File: src/hw/rtl/wfpid_pkg.sv
// ----------------------------------------------------------------------------
// Wall-follow PID wheel drive: shared package
// Field widths, register codes, reset values and the reciprocal used to
// divide the control sum by one hundred.
// ----------------------------------------------------------------------------
package wfpid_pkg;

   // Field and register widths
   localparam int TARGET_W    = 12;
   localparam int DEADBAND_W  = 12;
   localparam int GAIN_W      = 8;
   localparam int LEVEL_W     = 13;
   localparam int ERR_W       = 13;
   localparam int ADJ_W       = 17;
   localparam int CSR_INDEX_W = 3;
   localparam int CSR_DATA_W  = 13;

   // Combined gains: kc = p + i + d, kq = i - d
   localparam int GSUM_W  = GAIN_W + 2;
   localparam int GSKEW_W = GAIN_W + 1;

   // Control sum: |kc*e| + |kq*prev| < 2**22
   localparam int SUM_W = 23;
   localparam int MAG_W = SUM_W - 1;

   // Divide by a constant through a rounded-up reciprocal, exact below 2**MAG_W
   localparam int DIVISOR     = 100;
   localparam int RECIP_SHIFT = 29;
   localparam int RECIP_W     = 23;
   localparam int PROD_W      = MAG_W + RECIP_W;
   localparam int QUO_W       = PROD_W - RECIP_SHIFT;
   localparam logic [RECIP_W-1:0] RECIP_MULT =
      RECIP_W'((2 ** RECIP_SHIFT + DIVISOR - 1) / DIVISOR);

   // Saturation bounds of the error
   localparam logic [ERR_W-1:0] ERR_MAX = {1'b0, {(ERR_W-1){1'b1}}};
   localparam logic [ERR_W-1:0] ERR_MIN = {1'b1, {(ERR_W-1){1'b0}}};

   // Reset values
   localparam logic [TARGET_W-1:0]   TARGET_RESET   = TARGET_W'(900);
   localparam logic [DEADBAND_W-1:0] DEADBAND_RESET = DEADBAND_W'(50);
   localparam logic [GAIN_W-1:0]     GAIN_P_RESET   = GAIN_W'(55);
   localparam logic [GAIN_W-1:0]     GAIN_I_RESET   = GAIN_W'(10);
   localparam logic [GAIN_W-1:0]     GAIN_D_RESET   = GAIN_W'(25);
   localparam logic [LEVEL_W-1:0]    PWM_HIGH_RESET = LEVEL_W'(6000);
   localparam logic [LEVEL_W-1:0]    PWM_LOW_RESET  = LEVEL_W'(1200);
   localparam logic [LEVEL_W-1:0]    LEVEL_RESET    = LEVEL_W'(6000);

   typedef enum logic [CSR_INDEX_W-1:0] {
      REG_AUTO_MODE   = 3'd0,
      REG_TARGET_MM   = 3'd1,
      REG_DEADBAND_MM = 3'd2,
      REG_GAIN_P      = 3'd3,
      REG_GAIN_I      = 3'd4,
      REG_GAIN_D      = 3'd5,
      REG_PWM_HIGH    = 3'd6,
      REG_PWM_LOW     = 3'd7
   } csr_index_type;

   typedef struct packed {
      logic                  auto_mode;
      logic [TARGET_W-1:0]   target_mm;
      logic [DEADBAND_W-1:0] deadband_mm;
      logic [GAIN_W-1:0]     gain_p;
      logic [GAIN_W-1:0]     gain_i;
      logic [GAIN_W-1:0]     gain_d;
      logic [LEVEL_W-1:0]    pwm_high;
      logic [LEVEL_W-1:0]    pwm_low;
   } cfg_type;

   typedef struct packed {
      logic signed [ADJ_W-1:0] adjust;
      logic                    active;
   } adj_item_type;

endpackage

File: src/hw/rtl/wfpid_csr.sv
// ----------------------------------------------------------------------------
// Wall-follow PID wheel drive: configuration registers
// Write-only register bank, one register per index, masked to its width.
// ----------------------------------------------------------------------------
module wfpid_csr (
   input  logic                                clock,
   input  logic                                reset,
   input  logic                                csr_write_enable,
   input  logic [wfpid_pkg::CSR_INDEX_W-1:0]   csr_index,
   input  logic [wfpid_pkg::CSR_DATA_W-1:0]    csr_write_data,
   output wfpid_pkg::cfg_type                  cfg
);

   wfpid_pkg::cfg_type cfg_ff;

   always_ff @(posedge clock) begin
      if (reset) begin
         cfg_ff.auto_mode   <= 1'b0;
         cfg_ff.target_mm   <= wfpid_pkg::TARGET_RESET;
         cfg_ff.deadband_mm <= wfpid_pkg::DEADBAND_RESET;
         cfg_ff.gain_p      <= wfpid_pkg::GAIN_P_RESET;
         cfg_ff.gain_i      <= wfpid_pkg::GAIN_I_RESET;
         cfg_ff.gain_d      <= wfpid_pkg::GAIN_D_RESET;
         cfg_ff.pwm_high    <= wfpid_pkg::PWM_HIGH_RESET;
         cfg_ff.pwm_low     <= wfpid_pkg::PWM_LOW_RESET;
      end else if (csr_write_enable) begin
         unique case (wfpid_pkg::csr_index_type'(csr_index))
            wfpid_pkg::REG_AUTO_MODE: begin
               cfg_ff.auto_mode <= csr_write_data[0];
            end
            wfpid_pkg::REG_TARGET_MM: begin
               cfg_ff.target_mm <= csr_write_data[wfpid_pkg::TARGET_W-1:0];
            end
            wfpid_pkg::REG_DEADBAND_MM: begin
               cfg_ff.deadband_mm <= csr_write_data[wfpid_pkg::DEADBAND_W-1:0];
            end
            wfpid_pkg::REG_GAIN_P: begin
               cfg_ff.gain_p <= csr_write_data[wfpid_pkg::GAIN_W-1:0];
            end
            wfpid_pkg::REG_GAIN_I: begin
               cfg_ff.gain_i <= csr_write_data[wfpid_pkg::GAIN_W-1:0];
            end
            wfpid_pkg::REG_GAIN_D: begin
               cfg_ff.gain_d <= csr_write_data[wfpid_pkg::GAIN_W-1:0];
            end
            wfpid_pkg::REG_PWM_HIGH: begin
               cfg_ff.pwm_high <= csr_write_data[wfpid_pkg::LEVEL_W-1:0];
            end
            wfpid_pkg::REG_PWM_LOW: begin
               cfg_ff.pwm_low <= csr_write_data[wfpid_pkg::LEVEL_W-1:0];
            end
         endcase
      end
   end

   assign cfg = cfg_ff;

endmodule

File: src/hw/rtl/wfpid_law.sv
// ----------------------------------------------------------------------------
// Wall-follow PID wheel drive: control law pipeline
// Input register, error and deadband, gain products, sum with the stored
// previous-error term, and truncating divide by one hundred.
// ----------------------------------------------------------------------------
module wfpid_law #(
   parameter int DISTANCE_BITS = 12
) (
   input  logic                          clock,
   input  logic                          reset,
   input  wfpid_pkg::cfg_type            cfg,
   input  logic                          in_valid,
   output logic                          in_ready,
   input  logic [DISTANCE_BITS-1:0]      in_distance,
   output logic                          out_valid,
   input  logic                          out_ready,
   output wfpid_pkg::adj_item_type       out_item
);

   localparam int MAX_W = (DISTANCE_BITS > wfpid_pkg::TARGET_W) ?
                          DISTANCE_BITS : wfpid_pkg::TARGET_W;
   localparam int RAW_W = MAX_W + 1;
   localparam int ERR_W = wfpid_pkg::ERR_W;
   localparam int SUM_W = wfpid_pkg::SUM_W;
   localparam int MAG_W = wfpid_pkg::MAG_W;

   // Stage enables: a stage loads when it is empty or its item moves on
   logic en0, en1, en2, en3;

   // Stage 0: input register
   logic                     v0_ff;
   logic [DISTANCE_BITS-1:0] dist0_ff;

   // Stage 1: error and current-error product
   logic                    v1_ff, act1_ff;
   logic [ERR_W-1:0]        err1_ff, err1_in;
   logic signed [SUM_W-1:0] pc1_ff, pc1_in;

   // Stage 2: sign and magnitude of the control sum
   logic             v2_ff, act2_ff, neg2_ff, neg2_in;
   logic [MAG_W-1:0] mag2_ff, mag2_in;

   // Stage 3: adjust value
   logic                               v3_ff, act3_ff;
   logic signed [wfpid_pkg::ADJ_W-1:0] adj3_ff, adj3_in;

   // Previous error and its gain product
   logic [ERR_W-1:0]        prev_err_ff, prev_err_in;
   logic signed [SUM_W-1:0] q_ff, q_in;

   assign en3      = !v3_ff || out_ready;
   assign en2      = !v2_ff || en3;
   assign en1      = !v1_ff || en2;
   assign en0      = !v0_ff || en1;
   assign in_ready = en0;

   // Error, saturation, deadband, kc * e
   logic [RAW_W-1:0]           raw;
   logic [RAW_W-ERR_W:0]       raw_top;
   logic [ERR_W-1:0]           sat, sat_mag;
   logic [wfpid_pkg::GSUM_W-1:0] kc;
   logic signed [SUM_W-1:0]    kc_ext, e_ext;

   always_comb begin
      raw = {{(RAW_W-wfpid_pkg::TARGET_W){1'b0}}, cfg.target_mm}
          - {{(RAW_W-DISTANCE_BITS){1'b0}}, dist0_ff};
      raw_top = raw[RAW_W-1:ERR_W-1];
      if ((&raw_top) || !(|raw_top)) begin
         sat = raw[ERR_W-1:0];
      end else if (raw[RAW_W-1]) begin
         sat = wfpid_pkg::ERR_MIN;
      end else begin
         sat = wfpid_pkg::ERR_MAX;
      end
      sat_mag = sat[ERR_W-1] ? (~sat + 1'b1) : sat;
      // zero inside the deadband, and always when control is off
      if (!cfg.auto_mode || (sat_mag <= {1'b0, cfg.deadband_mm})) begin
         err1_in = '0;
      end else begin
         err1_in = sat;
      end
      kc = {2'b00, cfg.gain_p} + {2'b00, cfg.gain_i} + {2'b00, cfg.gain_d};
      kc_ext = {{(SUM_W-wfpid_pkg::GSUM_W){1'b0}}, kc};
      e_ext  = {{(SUM_W-ERR_W){err1_in[ERR_W-1]}}, err1_in};
      pc1_in = kc_ext * e_ext;
   end

   // kq * prev, tracked so it always matches the stored previous error
   logic signed [wfpid_pkg::GSKEW_W-1:0] kq;
   logic signed [SUM_W-1:0]              kq_ext, prev_ext;

   always_comb begin
      kq = {1'b0, cfg.gain_i} - {1'b0, cfg.gain_d};
      if (v1_ff && en2 && act1_ff) begin
         prev_err_in = err1_ff;
      end else begin
         prev_err_in = prev_err_ff;
      end
      kq_ext   = {{(SUM_W-wfpid_pkg::GSKEW_W){kq[wfpid_pkg::GSKEW_W-1]}}, kq};
      prev_ext = {{(SUM_W-ERR_W){prev_err_in[ERR_W-1]}}, prev_err_in};
      q_in     = kq_ext * prev_ext;
   end

   // Sum and magnitude
   logic signed [SUM_W-1:0] sum, sum_neg;

   always_comb begin
      sum     = pc1_ff + q_ff;
      sum_neg = ~sum + 1'b1;
      neg2_in = act1_ff && sum[SUM_W-1];
      if (!act1_ff) begin
         mag2_in = '0;
      end else if (sum[SUM_W-1]) begin
         mag2_in = sum_neg[MAG_W-1:0];
      end else begin
         mag2_in = sum[MAG_W-1:0];
      end
   end

   // Truncating divide by one hundred on the magnitude, then restore the sign
   logic [wfpid_pkg::PROD_W-1:0] prod;
   logic [wfpid_pkg::QUO_W-1:0]  quo;
   logic [wfpid_pkg::ADJ_W-1:0]  quo_ext;

   always_comb begin
      prod    = wfpid_pkg::PROD_W'(mag2_ff) * wfpid_pkg::PROD_W'(wfpid_pkg::RECIP_MULT);
      quo     = prod[wfpid_pkg::PROD_W-1:wfpid_pkg::RECIP_SHIFT];
      quo_ext = {{(wfpid_pkg::ADJ_W-wfpid_pkg::QUO_W){1'b0}}, quo};
      adj3_in = neg2_ff ? (~quo_ext + 1'b1) : quo_ext;
   end

   always_ff @(posedge clock) begin
      if (reset) begin
         v0_ff       <= 1'b0;
         v1_ff       <= 1'b0;
         v2_ff       <= 1'b0;
         v3_ff       <= 1'b0;
         prev_err_ff <= '0;
         q_ff        <= '0;
      end else begin
         prev_err_ff <= prev_err_in;
         q_ff        <= q_in;
         if (en0) begin
            v0_ff <= in_valid;
         end
         if (en1) begin
            v1_ff <= v0_ff;
         end
         if (en2) begin
            v2_ff <= v1_ff;
         end
         if (en3) begin
            v3_ff <= v2_ff;
         end
      end
   end

   always_ff @(posedge clock) begin
      if (en0 && in_valid) begin
         dist0_ff <= in_distance;
      end
      if (en1 && v0_ff) begin
         act1_ff <= cfg.auto_mode;
         err1_ff <= err1_in;
         pc1_ff  <= pc1_in;
      end
      if (en2 && v1_ff) begin
         act2_ff <= act1_ff;
         neg2_ff <= neg2_in;
         mag2_ff <= mag2_in;
      end
      if (en3 && v2_ff) begin
         act3_ff <= act2_ff;
         adj3_ff <= adj3_in;
      end
   end

   assign out_valid       = v3_ff;
   assign out_item.adjust = adj3_ff;
   assign out_item.active = act3_ff;

   a_prev_hold: assert property (@(posedge clock) disable iff (reset)
      !(v1_ff && en2 && act1_ff) |=> $stable(prev_err_ff))
      else $error("previous error moved without an active item leaving stage 1");

   a_idle_zero: assert property (@(posedge clock) disable iff (reset)
      (v2_ff && !act2_ff) |-> (mag2_ff == '0 && !neg2_ff))
      else $error("inactive item carries a nonzero control sum");

   a_stall_hold: assert property (@(posedge clock) disable iff (reset)
      (v3_ff && !out_ready) |=> (v3_ff && $stable(adj3_ff) && $stable(act3_ff)))
      else $error("stalled adjust item changed");

endmodule

File: src/hw/rtl/wfpid_drive.sv
// ----------------------------------------------------------------------------
// Wall-follow PID wheel drive: wheel level update and result register
// Applies the adjust value to the wheel levels, clamps them, and holds the
// result item until it is taken.
// ----------------------------------------------------------------------------
module wfpid_drive (
   input  logic                                    clock,
   input  logic                                    reset,
   input  wfpid_pkg::cfg_type                      cfg,
   input  logic                                    in_valid,
   output logic                                    in_ready,
   input  wfpid_pkg::adj_item_type                 in_item,
   output logic                                    rsp_valid,
   input  logic                                    rsp_ready,
   output logic [wfpid_pkg::LEVEL_W-1:0]           rsp_right_drive,
   output logic [wfpid_pkg::LEVEL_W-1:0]           rsp_left_drive,
   output logic signed [wfpid_pkg::ADJ_W-1:0]      rsp_adjust_value,
   output logic                                    rsp_active
);

   localparam int LEVEL_W = wfpid_pkg::LEVEL_W;
   localparam int ADJ_W   = wfpid_pkg::ADJ_W;
   localparam int LV_W    = ADJ_W + 1;

   logic                     rsp_valid_ff;
   logic [LEVEL_W-1:0]       right_level_ff, right_level_in;
   logic [LEVEL_W-1:0]       left_level_ff, left_level_in;
   logic signed [ADJ_W-1:0]  adjust_ff;
   logic                     active_ff;
   logic                     load;

   function automatic logic [LEVEL_W-1:0] clamp_level(
      input logic signed [LV_W-1:0] v,
      input logic [LEVEL_W-1:0]     hi,
      input logic [LEVEL_W-1:0]     lo
   );
      logic signed [LV_W-1:0] t, hi_ext, lo_ext;
      hi_ext = {{(LV_W-LEVEL_W){1'b0}}, hi};
      lo_ext = {{(LV_W-LEVEL_W){1'b0}}, lo};
      t = v;
      // low limit last, so it wins when the limits cross
      if (t > hi_ext) begin
         t = hi_ext;
      end
      if (t < lo_ext) begin
         t = lo_ext;
      end
      return t[LEVEL_W-1:0];
   endfunction

   logic signed [LV_W-1:0] adj_ext, right_ext, left_ext, high_ext;
   logic signed [LV_W-1:0] right_raw, left_raw;

   always_comb begin
      adj_ext   = {in_item.adjust[ADJ_W-1], in_item.adjust};
      right_ext = {{(LV_W-LEVEL_W){1'b0}}, right_level_ff};
      left_ext  = {{(LV_W-LEVEL_W){1'b0}}, left_level_ff};
      high_ext  = {{(LV_W-LEVEL_W){1'b0}}, cfg.pwm_high};
      priority if (in_item.adjust[ADJ_W-1]) begin
         left_raw  = high_ext;
         right_raw = right_ext + adj_ext;
      end else if (in_item.adjust != '0) begin
         left_raw  = left_ext - adj_ext;
         right_raw = high_ext;
      end else begin
         left_raw  = left_ext;
         right_raw = right_ext;
      end
      right_level_in = clamp_level(right_raw, cfg.pwm_high, cfg.pwm_low);
      left_level_in  = clamp_level(left_raw, cfg.pwm_high, cfg.pwm_low);
   end

   assign in_ready = !rsp_valid_ff || rsp_ready;
   assign load     = in_valid && in_ready;

   always_ff @(posedge clock) begin
      if (reset) begin
         rsp_valid_ff   <= 1'b0;
         right_level_ff <= wfpid_pkg::LEVEL_RESET;
         left_level_ff  <= wfpid_pkg::LEVEL_RESET;
      end else if (load) begin
         rsp_valid_ff <= 1'b1;
         // hold the levels when control is off
         if (in_item.active) begin
            right_level_ff <= right_level_in;
            left_level_ff  <= left_level_in;
         end
      end else if (rsp_ready) begin
         rsp_valid_ff <= 1'b0;
      end
   end

   always_ff @(posedge clock) begin
      if (load) begin
         adjust_ff <= in_item.adjust;
         active_ff <= in_item.active;
      end
   end

   assign rsp_valid        = rsp_valid_ff;
   assign rsp_right_drive  = right_level_ff;
   assign rsp_left_drive   = left_level_ff;
   assign rsp_adjust_value = adjust_ff;
   assign rsp_active       = active_ff;

   a_clamped: assert property (@(posedge clock) disable iff (reset)
      (load && in_item.active) |=>
         ((right_level_ff <= cfg.pwm_high || right_level_ff == cfg.pwm_low) &&
          (left_level_ff <= cfg.pwm_high || left_level_ff == cfg.pwm_low)))
      else $error("wheel level outside the clamp limits after an update");

   a_hold: assert property (@(posedge clock) disable iff (reset)
      (load && !in_item.active) |=>
         ($stable(right_level_ff) && $stable(left_level_ff)))
      else $error("wheel level changed on an inactive item");

   a_reload: assert property (@(posedge clock) disable iff (reset)
      (load && in_item.active && in_item.adjust[ADJ_W-1] &&
       cfg.pwm_high >= cfg.pwm_low) |=> (left_level_ff == cfg.pwm_high))
      else $error("left wheel not reloaded on a negative adjust");

endmodule

File: src/hw/rtl/wall_follow_pid_wheel_drive_core.sv
// ----------------------------------------------------------------------------
// Wall-follow PID wheel drive core
// PID wall follower with deadband that steers two wheel PWM levels.
// ----------------------------------------------------------------------------
// Takes one right-wall distance item per cycle unless a waiting result stalls
// it, and returns one result item per item through the input register, error
// and gain product, control sum, divide by one hundred and wheel update. The
// previous-error product and the wheel levels are the only feedback and each
// closes within one stage. A waiting result does not block the pipeline until
// all stages are full. The user must write configuration registers through
// the csr port only while no item is in flight; the block does not enforce it.
module wall_follow_pid_wheel_drive_core #(
   parameter int DISTANCE_BITS = 12
) (
   input  logic                                    clock,
   input  logic                                    reset,
   input  logic                                    csr_write_enable,
   input  logic [wfpid_pkg::CSR_INDEX_W-1:0]       csr_index,
   input  logic [wfpid_pkg::CSR_DATA_W-1:0]        csr_write_data,
   input  logic                                    req_valid,
   output logic                                    req_ready,
   input  logic [DISTANCE_BITS-1:0]                req_distance_right_mm,
   output logic                                    rsp_valid,
   input  logic                                    rsp_ready,
   output logic [wfpid_pkg::LEVEL_W-1:0]           rsp_right_drive,
   output logic [wfpid_pkg::LEVEL_W-1:0]           rsp_left_drive,
   output logic signed [wfpid_pkg::ADJ_W-1:0]      rsp_adjust_value,
   output logic                                    rsp_active
);

   wfpid_pkg::cfg_type      cfg;
   wfpid_pkg::adj_item_type adj_item;
   logic                    adj_valid;
   logic                    adj_ready;

   wfpid_csr u_csr (
      .clock            (clock),
      .reset            (reset),
      .csr_write_enable (csr_write_enable),
      .csr_index        (csr_index),
      .csr_write_data   (csr_write_data),
      .cfg              (cfg)
   );

   wfpid_law #(
      .DISTANCE_BITS (DISTANCE_BITS)
   ) u_law (
      .clock       (clock),
      .reset       (reset),
      .cfg         (cfg),
      .in_valid    (req_valid),
      .in_ready    (req_ready),
      .in_distance (req_distance_right_mm),
      .out_valid   (adj_valid),
      .out_ready   (adj_ready),
      .out_item    (adj_item)
   );

   wfpid_drive u_drive (
      .clock            (clock),
      .reset            (reset),
      .cfg              (cfg),
      .in_valid         (adj_valid),
      .in_ready         (adj_ready),
      .in_item          (adj_item),
      .rsp_valid        (rsp_valid),
      .rsp_ready        (rsp_ready),
      .rsp_right_drive  (rsp_right_drive),
      .rsp_left_drive   (rsp_left_drive),
      .rsp_adjust_value (rsp_adjust_value),
      .rsp_active       (rsp_active)
   );

endmodule
File: config.mk
export PLATFORM = sky130hd
export DESIGN_NAME = wall_follow_pid_wheel_drive_core
export DESIGN_NICKNAME = d
export VERILOG_FILES = /design/src/hw/rtl/wfpid_pkg.sv /design/src/hw/rtl/wfpid_csr.sv /design/src/hw/rtl/wfpid_law.sv /design/src/hw/rtl/wfpid_drive.sv /design/src/hw/rtl/wall_follow_pid_wheel_drive_core.sv
export SDC_FILE = /design/constraint.sdc
export NUM_CORES = 2
export LEC_CHECK = 0
export BUFFER_PORTS_ARGS = -buffer_cell sky130_fd_sc_hd__buf_2
export CAP_MARGIN = 20
export CELL_PAD_IN_SITES_DETAIL_PLACEMENT = 0
export CELL_PAD_IN_SITES_GLOBAL_PLACEMENT = 1
export CORE_ASPECT_RATIO = 0.8
export CORE_UTILIZATION = 50
export DETAILED_ROUTE_END_ITERATION = 10
export PLACE_DENSITY = 0.81
export SETUP_SLACK_MARGIN = 0.02
export SYNTH_ARGS = -nofsm -noshare
export SYNTH_HDL_FRONTEND = slang
export SYNTH_SLANG_ARGS = --single-unit
export TNS_END_PERCENT = 100
File: constraint.sdc
create_clock -name clock -period 12.4 [get_ports clock]
set_clock_uncertainty 0.05 [all_clocks]
set_input_delay 0.62 -clock clock [delete_from_list [all_inputs] [get_ports clock]]
set_output_delay 0.62 -clock clock [all_outputs]
set_load 0.005 [all_outputs]
=== Word-level counts from Yosys, hierarchy flattened ===
Cells that the tools add are included.

* Bits in registers: 251
* Logic and storage cells: 103
* Output and inout bits: 46
* Bits of input ports: 33

* Magnitude comparators: 5
* Mux-type cells: 15
* Add/subtract/negate cells: 10
* Bitwise gates (word level): 3
* Reduce and logical (&&, ||, !) cells: 31
* Multiply operators: 3
* Equality and inequality tests: 7

{| class="wikitable"
|+ Operators by type and width
! operator !! count
|-
| $mux W18 || 5
|-
| $mux W13 || 6
|-
| $mul A22 B22 Y44 const B || 1
|-
| $gt A18 B14 Y1 || 2
|-
| $lt A18 B14 Y1 || 2
|-
| $add A23 B23 Y23 || 1
|-
| $mul A11 B13 Y23 || 1
|-
| $add A22 B1 Y22 const B || 1
|-
| $mul A9 B13 Y22 || 1
|-
| $mux W22 || 1
|-
| $not A22 Y22 || 1
|-
| $add A14 B17 Y18 || 1
|-
| $reduce_and A2 Y1 || 9
|-
| $sub A14 B17 Y18 || 1
|-
| $add A17 B1 Y17 const B || 1
|-
| $not A16 Y17 || 1
|-
| $reduce_bool A17 Y1 || 1
|-
| $mux W16 || 1
|-
| $add A13 B1 Y13 const B || 1
|-
| $le A13 B12 Y1 || 1
|-
| $not A13 Y13 || 1
|-
| $sub A12 B12 Y13 || 1
|-
| $eq A3 B3 Y1 const B || 4
|-
| $add A10 B8 Y10 || 1
|-
| other kinds (10) || 28
|}

=== Logic depth before layout (Yosys ltp) ===
* Word-level depth: 8
* Gate-level depth with buffers: 51
* Depth with buffers taken out: 49

=== Modules after synthesis ===
Synthesis repeated with hierarchy kept, for this count alone.

* Cell total of the unflattened synthesis: 3,589
* Area total of the unflattened synthesis: 34,164.0 um^2

{| class="wikitable"
|+ By module, submodules not included
! module !! sequential area each (um^2) !! times used !! cells each !! area each (um^2)
|-
| wfpid_law || 3,513.4 || 1 || 2,649 || 25,822.3
|-
| wfpid_drive || 1,081.0 || 1 || 653 || 5,266.3
|-
| wfpid_csr || 1,501.4 || 1 || 287 || 3,075.4
|}

=== Worst setup path before layout ===
No wires, ideal clock.

* Path type: reg-to-reg
* Start point: register u_law.dist0_ff[2]
* End point: register u_law.pc1_ff[21], data pin
* Path slack: 2,486 ps
* Data required time: 12,088 ps
* Cell stages (with the launch flop): 49
* Library setup time: 262 ps
* Path buffers: 3
* Arrival time: 9,602 ps
* Cells stage by stage: edfxtp_1 -> inv_1 -> ha_1 -> nor2b_1 -> o21ai_1 -> a21boi_1 -> o21ai_0 -> a21boi_1 -> o21ai_0 -> nand2b_1 -> a21o_1 -> a21o_1 -> a31oi_2 -> clkbuf_1 -> o21ai_0 -> ha_1 -> nor2b_1 -> o21a_1 -> (+13 left out) -> ha_1 -> fa_1 -> inv_1 -> fa_1 -> fa_1 -> inv_1 -> ha_1 -> o21ai_0 -> a21boi_0 -> o21ai_0 -> a21oi_1 -> o21a_1 -> o31a_1 -> nor4_1 -> nor3_1 -> a211oi_1 -> a21oi_1 -> xor2_1

* Cells in the longest elaborated chain, start to end: 8

{| class="wikitable"
|+ Ends and longest elaborated chain
! what !! line !! RTL
|-
| start: declaration || wfpid_law.sv:32 || <nowiki>logic [DISTANCE_BITS-1:0] dist0_ff;</nowiki>
|-
| start signal: assignment || wfpid_law.sv:160 || <nowiki>dist0_ff <= in_distance;</nowiki>
|-
| $sub A12 B12 Y13 * || wfpid_law.sv:66 || <nowiki>- {{(RAW_W-DISTANCE_BITS){1'b0}}, dist0_ff};</nowiki>
|-
| $not A13 Y13 || wfpid_law.sv:75 || <nowiki>sat_mag = sat[ERR_W-1] ? (~sat + 1'b1) : sat;</nowiki>
|-
| $add A13 B1 Y13 || wfpid_law.sv:75 ||
|-
| $mux W13 || wfpid_law.sv:75 ||
|-
| $le A13 B12 Y1 || wfpid_law.sv:77 || <nowiki>if (!cfg.auto_mode || (sat_mag <= {1'b0, cfg.deadband_mm})) begin</nowiki>
|-
| $logic_or A1 B1 Y1 || wfpid_law.sv:77 ||
|-
| $mux W13 * || wfpid_law.sv:77 ||
|-
| $mul A11 B13 Y23 * || wfpid_law.sv:85 || <nowiki>pc1_in = kc_ext * e_ext;</nowiki>
|-
| named net u_law.pc1_in[21] || wfpid_law.sv:37 || <nowiki>logic signed [SUM_W-1:0] pc1_ff, pc1_in;</nowiki>
|-
| end signal: assignment || wfpid_law.sv:165 || <nowiki>pc1_ff <= pc1_in;</nowiki>
|-
| end: declaration || wfpid_law.sv:37 ||
|}

Mark *: on every way through the listed nets, which the timed path passes. The rest lies on a longest branch.
A chain may end at the register's enable or synchronous reset.

=== Worst setup path after layout ===
* Start point: register u_law.dist0_ff[0]
* End point: register u_law.pc1_ff[22], data pin

Same word-level chain as after synthesis.

==> metrics.md <==
| Metric | Value |
|---|---|
| I/O pin cnt | `79` |
| Worst setup path class | `reg -> reg` |
| Final WL | `approximately 81,000 microns` |
| Clock Path Buffers | `3` |
| Crit end category | `flop` |
| Final ANT Viol Nets | `0` |
| Largest family of logic cells by synthesized area | `adder cells` |
| Max-slew violation count | `0` |
| Initial DRC Count | `about 1,800` |
| Cell mode on critical path | `o21a_1` |
| Fin. Hold Viols | `0` |
| CP max stage delay | `between 0.5 and 0.6 ns` |
| Slack of the worst reg-to-reg path | `between 1.5 and 2 ns` |
| Compound-Gate Fraction of Synth Area | `a little over a tenth` |
| Critical Path AT | `about 11 ns` |
| Worst-margin pin slew | `1.17 ns` |
| TritonCTS clock tree | `yes` |
| Syn avg cell area | `9.35 sq um` |
| Post-synthesis cell count | `about 3,500` |
| Post-CTS Setup Bufs | `0` |
| Ys Warns | `0` |
| Hold-critical path depth | `1` |
| Hold/Removal Path Class | `in -> reg` |
| Vias in the first global route | `approximately 24,000` |
| Register bit total from synthesis | `250` |
| Post-Synth Adder-Cell Area | `a little over two fifths` |
| DIE WIDTH | `slightly below 300 microns` |
| Fin cells | `between 4,000 and 5,000` |
| Final-stage net count | `about 4,500` |
| Sequential element share of the synthesized area | `between 10% and 20%` |
| R2R cell count | `49` |
| Drt pass-1 iters | `5` |
| Total gr overflow | `0` |
| Initial antenna violation count | `0` |
| Synth Cell Area | `~33,000 sq um` |
| Top_reg_cell synth | `dfxtp_1` |
| Crit path max-delay cell type | `a41oi_2` |
| Cell row count | `a little over 80` |
| Bufs and invs on worst path | `7` |
| Max cap viols | `0` |
| Total GRT Usage | `25.0%` |
| Async SR Flop Fraction | `0%` |
| Outcome | `finished, final reports clean` |
| Cell family contributing the most delay on the critical path | `compound AO/OA/AOI/OAI gates` |
| Layout cells sized above 1 | `under 10%` |
| Period utilization | `about 90%` |
| Sink Count | `250` |
| Fmax | `approximately 92 MHz` |
| Slew margin rel. | `a little over a fifth` |
| Remaining DRCs | `0` |
| Detail Placement HPWL | `67,200 microns` |
| CTS Buf Count | `28` |
| First-pass GRT wire length | `roughly 130,000 microns` |
| CTS root buffer | `clkbuf_16` |
| Buffers on Ports | `78` |
| Critical register-to-register path endpoint | `u_law.pc1_ff[22]` |
| CORE AREA | `64,600 sq um` |
| RSZ-0062 raised after global routing | `no` |
| Fillers | `~6,000` |
| Reg2reg start | `u_law.dist0_ff[0]` |
| Commonest non-fill, non-tap cell in the layout | `inv_1` |
| Mapped Nets | `4,434` |
| Mux cell area share after synthesis | `2.69%` |
| H-Tree Depth | `1` |
| Total Die Area | `roughly 67,000 sq um` |
| Reg clk slew, reported paths | `~0.070 ns` |
| Area delta synth->final | `7.20%` |
| Largest net degree at the start of global routing | `86` |
| Hold path endpoint | `u_law.dist0_ff[3]` |
| Distinct cells, synth | `roughly 80` |
| XOR/XNOR Fraction of Synth Area | `between 4 and 5%` |
| Post-CTS sizing | `0` |
| GPL Wtd Cong | `0.959` |
| Dpl cells | `approximately 4,400` |
| Number of synthesized flops with an enable pin | `~110` |
| Min-delay src | `req_distance_right_mm[3]` |
| Simple-gate area share of the yosys netlist | `about an eighth` |
| CTS hold repair buffers | `0` |
| CP startpoint kind | `flop` |
| Worst skew pair latency | `between 0.5 and 0.6 ns` |
| WL per Instance | `18.3 microns` |
| Via count | `~24,000` |
| Die Y-Extent | `between 200 and 250 microns` |
| Crit Path Max Fanout | `33` |
| WP data required | `~13 ns` |
| N_diodes | `0` |
| Commonest cells after routing, fill and taps aside | `583 x inv_1, 484 x ha_1, 401 x fa_1` |
| Minimum clock period | `10.84 ns` |
| Vias per inst | `5.46` |
| Initial Util | `between 50% and 60%` |
| Setup violations, final | `0` |
| Post-Route Setup TNS | `0 ns` |
[layout make-up]
type,instances,area [sq um],share of cell area [%]
repair buffers,109,664,1.89
clock buffers,39,837,2.38
inverters,583,2190,6.21
flip-flops and latches,250,6100,17.3
clock inverters,13,133,0.376
well taps,850,1060,3.02
multi-input cells,2592,24300,68.8
[cells by family (layout without fill, tap and decap cells)]
kind of cell | count (synthesis) | count (layout)
XOR/XNOR | 171 | 171
adder cells (fa/ha/maj) | 885 | 885
multiplexers | 85 | 85
buffers and inverters | 674 | 744
AND/OR/NAND/NOR | 906 | 906
AO/OA/AOI/OAI | 545 | 545
flip-flops | 250 | 250
[worst register-to-register path, delay by kind of cell (launching register included)]
family | cells | cell delay, ns
flops | 1 | 0.37
compound gates | 24 | 4.62
buf+inv | 7 | 0.92
simple gates | 8 | 1.29
xor+xnor | 1 | 0.13
fa+ha+maj | 9 | 3.24
[per-stage QoR]
step                      hold WS, ns  utilization [%]  setup WS, ns  cell area [sq um]
final                           0.178             54.6          1.56              35200
after global routing            0.146             54.6         0.833              35200
after detailed placement        0.369             53.0          1.44              34200
after floorplan                 0.350                -          2.49              32900
after global placement          0.351             53.0          1.53              34200
after CTS                       0.146             54.5          1.38              35200
[flip-flops by register name, summed over array words and instances, names as in the netlist, 13 cells and up]
name                      cells
u_law.adj3_ff                17
u_drive.rsp_right_drive      13
u_law.err1_ff                13
u_drive.rsp_left_drive       13
u_law.pc1_ff                 23
u_csr.cfg                    75
u_law.mag2_ff                22
u_law.prev_err_ff            13
u_drive.rsp_adjust_value     17
u_law.q_ff                   22
[routing by layer]
layer	vias up	track usage, %	routed length, microns
met5	-	0	0
met4	0	4.62	1500
met3	93	4.07	5150
met2	625	37.2	34200
met1	11698	38.3	40200
li1	11792	-	-
[worst max path at each step]
stage / start / to / cells after the start
after floorplan: u_law.dist0_ff[2] / u_law.pc1_ff[21] / 48
after global placement: u_csr.cfg[62] / u_law.pc1_ff[22] / 48
after detailed placement: u_law.dist0_ff[0] / u_law.pc1_ff[22] / 47
after CTS: u_law.dist0_ff[0] / u_law.pc1_ff[22] / 47
after global routing: u_csr.cfg[62] / u_law.pc1_ff[21] / 47
final: u_law.dist0_ff[0] / u_law.pc1_ff[22] / 49
[Yosys cell counts (10+ instances only)]
| library cell | n | share of area [%] |
|---|---|---|
| o211ai_1 | 12 | 0.27 |
| dfxtp_1 | 141 | 8.6 |
| o21ai_0 | 101 | 1.5 |
| nand2_1 | 294 | 3.4 |
| a21oi_1 | 188 | 2.9 |
| nand3_1 | 63 | 0.96 |
| inv_1 | 583 | 6.7 |
| nand3b_1 | 19 | 0.43 |
| and2_1 | 20 | 0.38 |
| fa_1 | 401 | 24 |
| xnor2_1 | 118 | 3.1 |
| nor2b_1 | 43 | 0.82 |
| a21o_1 | 56 | 1.3 |
| o21bai_1 | 28 | 0.64 |
| and3_1 | 42 | 0.80 |
| mux2i_1 | 57 | 1.7 |
| or3_1 | 23 | 0.44 |
| edfxtp_1 | 109 | 10 |
| nand4_1 | 25 | 0.48 |
| o21a_1 | 21 | 0.48 |
| nand2b_1 | 38 | 0.72 |
| o31ai_1 | 10 | 0.23 |
| nor2_1 | 243 | 2.8 |
| nor3_1 | 54 | 0.82 |
| a211o_1 | 23 | 0.61 |
| ha_1 | 484 | 18 |
| xor2_1 | 53 | 1.4 |
| nor3b_1 | 11 | 0.25 |
| a211oi_1 | 28 | 0.64 |
| clkbuf_1 | 79 | 0.90 |
| mux2_2 | 28 | 0.96 |
Power is not shown: default switching activity piles up to over one toggle a cycle in this logic, so the estimate is an artifact.
